## config.mk

```make
export PLATFORM = sky130hd
export DESIGN_NAME = robah_div
export DESIGN_NICKNAME = d
export VERILOG_FILES = /design/src/design/robah_pkg.sv /design/src/design/robah_div.sv
export SDC_FILE = /design/constraint.sdc
export NUM_CORES = 1
export LEC_CHECK = 0
export BUFFER_PORTS_ARGS = -buffer_cell sky130_fd_sc_hd__buf_2
export CORE_MARGIN = 1.5
export CORE_UTILIZATION = 44
export DETAILED_ROUTE_END_ITERATION = 12
export GPL_ROUTABILITY_DRIVEN = 0
export PLACE_DENSITY = 0.6
export SYNTH_ARGS = -nofsm -noshare
export SYNTH_HDL_FRONTEND = slang
export SYNTH_SLANG_ARGS = --single-unit
```

## constraint.sdc

```tcl
create_clock -name clk -period 8.4 [get_ports clk]
set_input_delay 1.68 -clock clk [delete_from_list [all_inputs] [get_ports clk]]
set_output_delay 1.68 -clock clk [all_outputs]
set_load 0.005 [all_outputs]
```

## src/design/robah_pkg.sv

```systemverilog
`timescale 1ns / 1ps
`default_nettype none
package robah_pkg;

    localparam int MAX_BOXES     = 64;
    localparam int WORDS_PER_BOX = 15;
    localparam int FRAC_BITS     = 16;
    localparam int BOX_WORDS     = MAX_BOXES * WORDS_PER_BOX;
    localparam int ADDR_W        = $clog2(BOX_WORDS);
    // distance numerators and denominators (2*dot plus length) fit in 52 bits
    localparam int NUM_W         = 52;
    localparam int DVD_W         = NUM_W + FRAC_BITS;
    localparam int QUO_W         = 62;

    localparam logic [63:0] T_SAT = 64'h3FFF_FFFF_FFFF_FFFF;

    localparam logic [3:0] WORD_BAD = 4'd15;

    typedef enum logic [0:0] {
        REG_BOX_COUNT = 1'b0,
        REG_THRESHOLD = 1'b1
    } reg_index_t;

    typedef enum logic [8:0] {
        S_IDLE  = 9'b000000001,
        S_FETCH = 9'b000000010,
        S_MUL   = 9'b000000100,
        S_CHECK = 9'b000001000,
        S_DIV1  = 9'b000010000,
        S_DIV2  = 9'b000100000,
        S_UPD   = 9'b001000000,
        S_NEXT  = 9'b010000000,
        S_DONE  = 9'b100000000
    } state_t;

endpackage
`default_nettype wire

```

## src/design/robah_div.sv

```systemverilog
`timescale 1ns / 1ps
`default_nettype none
module robah_div import robah_pkg::*; (
    input  wire logic                    clk,
    input  wire logic                    rst_n,
    input  wire logic                    start,
    input  wire logic signed [NUM_W-1:0] num,
    input  wire logic signed [NUM_W-1:0] den,
    output      logic                    done,
    output      logic signed [63:0]      quo
);

    localparam int CNT_W = $clog2(DVD_W);

    logic             busy_reg, busy_next;
    logic             done_reg, done_next;
    logic             neg_reg, neg_next;
    logic             sat_reg, sat_next;
    logic [CNT_W-1:0] cnt_reg, cnt_next;
    logic [DVD_W-1:0] dvd_reg, dvd_next;
    logic [NUM_W-1:0] ad_reg, ad_next;
    logic [NUM_W-1:0] rem_reg, rem_next;
    logic [QUO_W-1:0] q_reg, q_next;

    logic [NUM_W:0]   rem_sh;
    logic [NUM_W:0]   diff;
    logic             qbit;
    logic [NUM_W-1:0] an;
    logic [63:0]      mag;

    assign an     = num[NUM_W-1] ? NUM_W'(-num) : NUM_W'(num);
    assign rem_sh = {rem_reg, dvd_reg[DVD_W-1]};
    assign diff   = rem_sh - {1'b0, ad_reg};
    assign qbit   = (rem_sh >= {1'b0, ad_reg});

    // one quotient bit per cycle, restoring
    always_comb
    begin
        busy_next = busy_reg;
        done_next = 1'b0;
        neg_next  = neg_reg;
        sat_next  = sat_reg;
        cnt_next  = cnt_reg;
        dvd_next  = dvd_reg;
        ad_next   = ad_reg;
        rem_next  = rem_reg;
        q_next    = q_reg;
        if (start)
        begin
            busy_next = 1'b1;
            neg_next  = num[NUM_W-1] != den[NUM_W-1];
            sat_next  = 1'b0;
            cnt_next  = '0;
            dvd_next  = {an, {FRAC_BITS{1'b0}}};
            ad_next   = den[NUM_W-1] ? NUM_W'(-den) : NUM_W'(den);
            rem_next  = '0;
            q_next    = '0;
        end
        else if (busy_reg)
        begin
            dvd_next = {dvd_reg[DVD_W-2:0], 1'b0};
            rem_next = qbit ? diff[NUM_W-1:0] : rem_sh[NUM_W-1:0];
            q_next   = {q_reg[QUO_W-2:0], qbit};
            // bits at weight 2^62 and above saturate
            if (qbit && (cnt_reg < CNT_W'(DVD_W - QUO_W)))
            begin
                sat_next = 1'b1;
            end
            if (cnt_reg == CNT_W'(DVD_W - 1))
            begin
                busy_next = 1'b0;
                done_next = 1'b1;
            end
            else
            begin
                cnt_next = cnt_reg + 1'b1;
            end
        end
    end

    always_ff @(posedge clk or negedge rst_n)
    begin
        if (!rst_n)
        begin
            busy_reg <= 1'b0;
            done_reg <= 1'b0;
        end
        else
        begin
            busy_reg <= busy_next;
            done_reg <= done_next;
        end
    end

    always_ff @(posedge clk)
    begin
        neg_reg <= neg_next;
        sat_reg <= sat_next;
        cnt_reg <= cnt_next;
        dvd_reg <= dvd_next;
        ad_reg  <= ad_next;
        rem_reg <= rem_next;
        q_reg   <= q_next;
    end

    assign mag  = sat_reg ? T_SAT : {2'b00, q_reg};
    assign quo  = neg_reg ? -$signed(mag) : $signed(mag);
    assign done = done_reg;

endmodule
`default_nettype wire

```

==> out/metrics.yaml, run 1 <==
holdPathEnd: "q_reg[0]$_SDFFE_PP0P_"
worst_slack_ps: 2350
cp_common_cell: "nor3_1"
hold_class: "reg -> reg"
multi_input_area_um2: 9330
rr_worst_depth: 13
startpoint: "sat_reg$_SDFFE_PP0P_"
ys_seq_area_share_pct: 36.1
setup_viol: 0
slew_viol_final: 0
grt_pass1_wl_mm: 64.4
clock-sinks: 229
grt_max_degree: 99
wl_mm: 39.2
tightestPinTransition_ps: 1130
arrival_ps: 4370
detail-route-antenna-nets: 0
pre_cts_slack_ps: 2910
path_buf_inv: 1
max_freq_mhz: 165
endpoint_kind: "primary output"
power_per_cell_area_nw_per_um2: 245
yosys.area_share.adder_pct: 4.61
io_pins: 172
start_util_pct: 44.9
postCtsHoldBufs: 0
yosysTopAreaCell: "edfxtp_1"
critPathLaunchType: "flip-flop"
nets: 2089
period_needed_ps: 6050
final_layout_size_suffix_gt1_share_pct: 13.6
ys_warn_count: 0
die_area_um2: 36700
fill_cells: 3356
post-route-period-util_pct: 72.1
synth_edf_count: 105
cts_resized: 0
synthArstFlopShare_pct: 0.873
worst-path-stages: 13
drtIter0Drc: 804
post-cts-setup-buffers: 0
post-route-util_pct: 50.6
synth_ff_type: "dfxtp_1"
netlist_area_um2: 15600
area_growth_pct: 12.6
cp_top_family: "simple AND/OR/NAND/NOR gates"
syn_nets: 1988
synth_top_family_by_area: "simple AND/OR/NAND/NOR gates"
status: "completed"
synth_compound_area_share_pct: 18.2
synth_simple_gate_area_share_pct: 18.8
synth_mux_area_share_pct: 7.62
postSynthAreaPerCell_um2: 8.57
avgRoutedWirePerCell_um: 16.3
htree_levels: 1
cts_max_path_buffers: 3
portBuffers: 171
ir_drop_uv: 155
core-area_um2: 34800
leakagePower_nw: 7.69
numCtsBuffers: 27
vias_per_cell: 5.61
fp.dieW_um: 192
power_mw: 4.31
rsz0062_at_grt: "no"
root_buffer: "clkbuf_16"
cts_tree: "done"
required_ps: 6720
synth_cells: 1824
grt_antenna_before_repair: 6
synthTopCellsByArea: "edfxtp_1 20%, dfxtp_1 16%, mux2i_1 6.5%"
seqCellArea_um2: 5650
ys_types: 73
reg2reg_to: "rem_reg[44]$_SDFFE_PP0P_"
hold_path_depth: 2
synth-seq-cells: 229
fin_setup_tns_ps: 0
crit_fanout: 7
criticalPathCategory: "reg -> out"
fin_worst_skew_ps: 12.0
die_h_um: 192
clock_latency_ps: 530
slowest_stage: "or3b_2"
largest_reg_flops: 62
max_stage_delay_ps: 480
synth_xor_area_share_pct: 10.3
num_rows: 68
cts.clk_slew.worst_paths_ps: 60
cp_cell_sequence: "nor2_1 -> ha_1 -> or3b_2 -> nor3_1 -> nand2_1 -> nor3_1 -> nand3_1 -> nor3_2 -> nand4_1 -> or3_1 -> o31ai_2 -> xor2_1 -> buf_2"
synth.top_cell.area_share_pct: 20.2
hold_viol_final: 0
hpwl_mm: 27.7
gr-usage-all-layers_pct: 21.3
grt_overflow_total: 0
holdCritStartpoint: "q_reg[0]$_SDFFE_PP0P_"
r2r_slack_ps: 3470
drc_errors: 0
drv_cap: 0
slew_headroom_pct: 24.6
vias: 13500
grt_pass1_vias: 12700
first_pass_iters: 5
reg2reg_from: "ad_reg[1]$_DFFE_PP_"
-- cell usage after synthesis, drive strengths merged, types with 13 or more instances --
| cell | instances |
|---|---|
| nand2 | 137 |
| nand3 | 27 |
| mux2 | 16 |
| edfxtp | 105 |
| mux2i | 101 |
| nor2b | 15 |
| dfxtp | 122 |
| nor3b | 15 |
| o41ai | 13 |
| ha | 56 |
| nor2 | 250 |
| nand4 | 24 |
| nor4 | 15 |
| o21ai | 98 |
| buf | 17 |
| xnor2 | 101 |
| nand2b | 15 |
| o22ai | 13 |
| or3 | 26 |
| a21o | 31 |
| xor2 | 83 |
| a21oi | 129 |
| clkbuf | 90 |
| a31oi | 13 |
| or4 | 21 |
| a211oi | 53 |
| o31ai | 38 |
| inv | 69 |
| nor3 | 28 |
-- worst min-delay path, delay by kind of cell (launching register included) --
family | cells | cell delay (ps)
flops | 1 | 330
simple gates | 2 | 100
-- through the flow --
step	cells	instance area [um^2]	hold slack, ps
floorplan	1824	15600	444
global placement	2351	16700	464
detailed placement	2351	16700	471
CTS	2400	17600	481
global route	2401	17600	512
finish	2401	17600	477
-- worst max path at each step --
| stage | to | slack (ps) |
|---|---|---|
| finish | quo[60] | 2350 |
| global route | quo[60] | 1940 |
| CTS | quo[60] | 2320 |
| detailed placement | quo[60] | 2910 |
| global placement | quo[60] | 3020 |
| floorplan | quo[60] | 2940 |
-- kinds of logic (layout without fill, tap and decap cells) --
kind of cell / after synthesis / after routing
and+or+nand+nor: 613 / 613
AOI/OAI and AO/OA: 447 / 447
DFF: 229 / 229
xor gates and xnor gates: 184 / 184
buffers and inverters: 177 / 298
muxes: 117 / 117
adders and majority gates: 57 / 57
other: 0 / 1
-- cell type report --
cell class	count	share of cell area, %
timing repair buffer	179	5.25
multi-input combinational	1418	53.0
tap	455	3.23
sequential	229	32.1
antenna	1	0.0142
clock inverter	11	0.746
inverter	70	1.49
clock buffer	38	4.13
-- placed cells by master, fill, tap and decap left out, types with 8 or more instances in the layout --
| master | count |
|---|---|
| nor2_1 | 250 |
| buf_2 | 170 |
| nand2_1 | 137 |
| a21oi_1 | 128 |
| dfxtp_1 | 121 |
| edfxtp_1 | 105 |
| xnor2_1 | 101 |
| mux2i_1 | 101 |
| o21ai_0 | 94 |
| xor2_1 | 83 |
| inv_1 | 68 |
| ha_1 | 56 |
| a211oi_1 | 53 |
| o31ai_1 | 36 |
| a21o_1 | 31 |
| clkbuf_16 | 27 |
| nand3_1 | 26 |
| nor3_1 | 24 |
| nand4_1 | 24 |
| or3_1 | 23 |
| or4_1 | 17 |
| mux2_2 | 16 |
| nor4_1 | 15 |
| nand2b_1 | 15 |
| nor2b_1 | 15 |
| nor3b_1 | 14 |
| o22ai_1 | 13 |
| a31oi_1 | 13 |
| o41ai_1 | 12 |
| o21a_1 | 11 |
| and3_1 | 10 |
| clkbuf_1 | 10 |
| o21bai_1 | 8 |
| buf_4 | 8 |
-- routing by layer --
layer / vias up / global-route usage, % / wire (um)
met2: 254 / 35.4 / 18300
li1: 6778 / - / -
met1: 6364 / 29.1 / 18300
met5: - / 0 / 50
met4: 8 / 5.38 / 872
met3: 61 / 2.86 / 1640
-- where the power goes --
group | switching [mW] | internal [mW]
Sequential | 0.0521 | 1.28
Combinational | 1.04 | 0.785
Clock | 0.455 | 0.692
Total | 1.55 | 2.76
Power figures use the tool's default switching activity.
==> run 2: changes to the inputs <==
==> constraint.sdc (replaced) <==
create_clock -name clk -period 6.06 [get_ports clk]
set_input_delay 1.212 -clock clk [delete_from_list [all_inputs] [get_ports clk]]
set_output_delay 1.212 -clock clk [all_outputs]
set_load 0.005 [all_outputs]
==> out/metrics.yaml, run 2 (synthesis gave the netlist of run 1 again) <==
wl_met2_mm: 18.1
internal_power_mw: 3.86
cts_max_path_buffers: 3
numCtsBuffers: 27
grt_max_degree: 178
postCtsHoldBufs: 0
ir_drop_uv: 242
avgRoutedWirePerCell_um: 16.3
cp_common_cell: "nor3_1"
reg2reg_to: "rem_reg[44]$_SDFFE_PP0P_"
nets: 2089
drc_errors: 0
grt_pass1_wl_mm: 63.9
arrival_ps: 4420
post-route-util_pct: 50.8
area_growth_pct: 13.0
met1Wirelength_mm: 18.6
crit_end: "quo[60]"
p_sw_mw: 2.18
num_rows: 68
core-area_um2: 34800
path_buf_inv: 1
fin_cells: 2403
htree_levels: 1
clkPwrFrac_pct: 27.4
largest_reg_flops: 62
fp.dieW_um: 192
pre_cts_slack_ps: 1000
hpwl_mm: 27.7
clock_latency_ps: 540
period_needed_ps: 5630
grt_pass1_vias: 12800
rr_worst_depth: 12
slew_viol_final: 0
worst-path-stages: 13
comb_power_share_pct: 42.1
cp_top_family: "simple AND/OR/NAND/NOR gates"
fin_worst_skew_ps: 15.7
met3RoutedLength_mm: 1.60
drtIter0Drc: 826
grt_antenna_before_repair: 6
cp_cell_sequence: "nor2_1 -> ha_1 -> or3b_2 -> nor3_1 -> nand2_1 -> nor3_1 -> nand3_1 -> nor3_2 -> nand4_1 -> or3_1 -> o31ai_2 -> xor2_1 -> buf_2"
grt_overflow_total: 0
power_mw: 6.05
status: "completed"
final_common_cell: "nor2_1"
slowest_stage: "or3_1"
start_util_pct: 44.9
endpoint_kind: "primary output"
max_stage_delay_ps: 490
max_freq_mhz: 178
crit_fanout: 7
tightestPinTransition_ps: 1140
cts_tree: "done"
switching_share_pct: 36.1
detail-route-antenna-nets: 0
clock-sinks: 229
post-cts-setup-buffers: 0
r2r_slack_ps: 1690
vias_per_cell: 5.56
power_per_cell_area_nw_per_um2: 342
seqPwrFrac_pct: 30.5
slew_headroom_pct: 24.1
wl_mm: 39.1
first_pass_iters: 5
drv_cap: 0
top_layer_used: "met5"
leakagePower_nw: 7.71
reg2reg_from: "ad_reg[1]$_DFFE_PP_"
root_buffer: "clkbuf_16"
rsz0062_at_grt: "no"
vias: 13400
fin_setup_tns_ps: 0
worst_slack_ps: 433
cts_resized: 0
critPathLaunchType: "flip-flop"
portBuffers: 171
required_ps: 4850
die_h_um: 192
die_area_um2: 36700
placed_cells: 2351
criticalPathCategory: "reg -> out"
fill_cells: 3353
hold_viol_final: 0
final_cell_mix: "250 x nor2_1, 170 x buf_2, 137 x nand2_1, 128 x a21oi_1, 121 x dfxtp_1"
cts.clk_slew.worst_paths_ps: 60
hold_class: "in -> async"
post-route-period-util_pct: 92.9
final_layout_size_suffix_gt1_share_pct: 13.8
io_pins: 172
setup_viol: 0
gr-usage-all-layers_pct: 21.2
startpoint: "sat_reg$_SDFFE_PP0P_"
==> run 2: layer usage <==
| metal | vias to the layer above | GRT usage [%] |
|---|---|---|
| li1 | 6791 | - |
| met1 | 6266 | 28.7 |
| met3 | 51 | 3.34 |
| met5 | - | 0 |
| met2 | 250 | 35.2 |
| met4 | 4 | 5.38 |
==> run 2: area by class of cell <==
cell class	count	area (um^2)	area share (%)
inverter	70	263	1.49
sequential	229	5650	32.0
multi-input combinational	1418	9330	52.8
tap	455	569	3.22
antenna	2	5.00	0.0283
clock buffer	38	757	4.28
timing repair buffer	179	950	5.37
clock inverter	12	149	0.842
==> run 2: how the worst min path moves through the flow <==
| stage | startpoint | end | slack [ps] | cells past startpoint |
|---|---|---|---|---|
| after detailed placement | q_reg[0]$_SDFFE_PP0P_ | q_reg[0]$_SDFFE_PP0P_ | 470 | 2 |
| final | rst_n | busy_reg$_DFF_PN0_ | 460 | 1 |
| after floorplan | q_reg[0]$_SDFFE_PP0P_ | q_reg[0]$_SDFFE_PP0P_ | 440 | 2 |
| after global placement | q_reg[0]$_SDFFE_PP0P_ | q_reg[0]$_SDFFE_PP0P_ | 470 | 2 |
| after global routing | rst_n | busy_reg$_DFF_PN0_ | 430 | 1 |
| after CTS | rst_n | busy_reg$_DFF_PN0_ | 440 | 1 |
==> run 2: power by group through the flow <==
stage	clock network [mW]	logic, mW	registers, mW
after floorplan	0	1.73	1.85
after global placement	0	2.51	1.87
after detailed placement	0	2.53	1.88
after CTS	1.71	2.55	1.85
after global routing	1.77	2.83	1.86
final	1.66	2.55	1.84
==> run 2: per-stage QoR <==
| stage | area [um^2] | hold WS, ps |
|---|---|---|
| floorplan | 15600 | 444 |
| global placement | 16800 | 468 |
| detailed placement | 16800 | 467 |
| CTS | 17700 | 435 |
| global route | 17700 | 434 |
| finish | 17700 | 464 |
==> run 3: changes to the inputs <==
--- a/config.mk
+++ b/config.mk
@@ -5,12 +5,12 @@
 export SDC_FILE = /design/constraint.sdc
 export NUM_CORES = 1
 export LEC_CHECK = 0
-export BUFFER_PORTS_ARGS = -buffer_cell sky130_fd_sc_hd__buf_2
 export CORE_MARGIN = 1.5
 export CORE_UTILIZATION = 44
 export DETAILED_ROUTE_END_ITERATION = 12
+export DONT_BUFFER_PORTS = 1
 export GPL_ROUTABILITY_DRIVEN = 0
-export PLACE_DENSITY = 0.6
+export PLACE_DENSITY = 0.56
 export SYNTH_ARGS = -nofsm -noshare
 export SYNTH_HDL_FRONTEND = slang
 export SYNTH_SLANG_ARGS = --single-unit
==> out/metrics.yaml, run 3 (synthesis gave the netlist of run 1 again) <==
leakagePower_nw: 6.93
slew_headroom_pct: 26.2
wl_met2_mm: 17.5
drv_cap: 0
cp_cell_sequence: "nor2_1 -> ha_1 -> or3b_2 -> nor3_1 -> nand2_1 -> nor3_1 -> nand3_1 -> nor3_2 -> nand4_1 -> or3_1 -> o31ai_2 -> xor2_1"
fin_hold_ws_ps: 358
max_freq_mhz: 181
hold_class: "in -> async"
power_mw: 5.62
max_stage_delay_ps: 480
period_needed_ps: 5540
grt_pass1_vias: 12100
final_layout_size_suffix_gt1_share_pct: 5.41
cts_resized: 0
area_growth_pct: 7.15
arrival_ps: 4330
cts_tree: "done"
post-cts-setup-buffers: 0
wl_mm: 38.4
tightestPinTransition_ps: 1110
first_pass_iters: 5
gr-usage-all-layers_pct: 20.9
criticalPathCategory: "reg -> out"
clock-sinks: 229
r2r_slack_ps: 1540
endpoint_kind: "primary output"
core-area_um2: 34800
power_per_cell_area_nw_per_um2: 335
drtIter0Drc: 747
die_area_um2: 36700
met1Wirelength_mm: 18.3
die_h_um: 192
clock_latency_ps: 550
ir_drop_uv: 210
status: "completed"
final_common_cell: "nor2_1"
numCtsBuffers: 27
hold_viol_final: 0
num_rows: 68
rsz0062_at_grt: "no"
fp.dieW_um: 192
hpwl_mm: 27.1
root_buffer: "clkbuf_16"
setup_viol: 0
grt_overflow_total: 0
pre_cts_slack_ps: 1090
fin_worst_skew_ps: 19.4
final_cell_mix: "250 x nor2_1, 137 x nand2_1, 128 x a21oi_1, 121 x dfxtp_1, 105 x edfxtp_1"
detail-route-antenna-nets: 0
antenna_cells: 0
final_area_um2: 16800
met3RoutedLength_mm: 1.75
vias: 12700
grt_max_degree: 261
cp_common_cell: "nor3_1"
avgRoutedWirePerCell_um: 17.2
vias_per_cell: 5.68
grt_pass1_wl_mm: 63.0
cts_max_path_buffers: 3
worst_slack_ps: 521
fin_setup_tns_ps: 0
post-route-period-util_pct: 91.4
io_pins: 172
postCtsHoldBufs: 0
slowest_stage: "or3b_2"
grt_antenna_before_repair: 0
slew_viol_final: 0
fill_cells: 3391
drc_errors: 0
nets: 1918
required_ps: 4850
portBuffers: 0
critPathLaunchType: "flip-flop"
htree_levels: 1
largest_reg_flops: 62
cts.clk_slew.worst_paths_ps: 60
start_util_pct: 44.9
crit_fanout: 7
top_layer_used: "met4"
dpl_cell_area_um2: 15900
run 3: stage by stage:
| stage | util, % | instances |
|---|---|---|
| final | 48.1 | 2229 |
| after global routing | 48.1 | 2229 |
| after CTS | 48.1 | 2229 |
| after detailed placement | 45.6 | 2180 |
| after global placement | 45.6 | 2180 |
| after floorplan | - | 1824 |
run 3: path summary, 6_finish.rpt:
kind | from | to | cells after the start
worst min-delay path | rst_n | done$_DFF_PN0_ | 0
min in group clk | q_reg[0]$_SDFFE_PP0P_ | q_reg[0]$_SDFFE_PP0P_ | 2
worst min register to register | q_reg[0]$_SDFFE_PP0P_ | q_reg[0]$_SDFFE_PP0P_ | 2
worst max-delay path | sat_reg$_SDFFE_PP0P_ | quo[60] | 12
max in group asynchronous | rst_n | busy_reg$_DFF_PN0_ | 0
worst max register to register | ad_reg[1]$_DFFE_PP_ | rem_reg[25]$_SDFFE_PP0P_ | 13
run 3: metal layers:
layer | vias up | GRT usage, %
met3 | 45 | 3.25
li1 | 6444 | -
met4 | 0 | 4.81
met2 | 234 | 33.9
met1 | 5948 | 29.2
met5 | - | 0
run 3: layout make-up:
type                    instances  area (um^2)  area share, %
repair buffers                  8         60.1          0.358
clock inverters                10          135          0.807
clock buffers                  39          744           4.44
flip-flops and latches        229         5650           33.7
multi-input cells            1418         9330           55.7
well taps                     455          569           3.40
inverters                      70          263           1.57
run 3: worst max-delay path: cells and delay by family (launching register included):
family | cells | cell delay, ps
compound gates | 1 | 210
xor+xnor | 1 | 200
fa+ha+maj | 1 | 210
flops | 1 | 350
simple gates | 9 | 2810
run 3: report_power, final:
part / switching (mW) / internal [mW]
combinational: 1.31 / 0.841
sequential: 0.0724 / 1.77
clock: 0.642 / 0.979
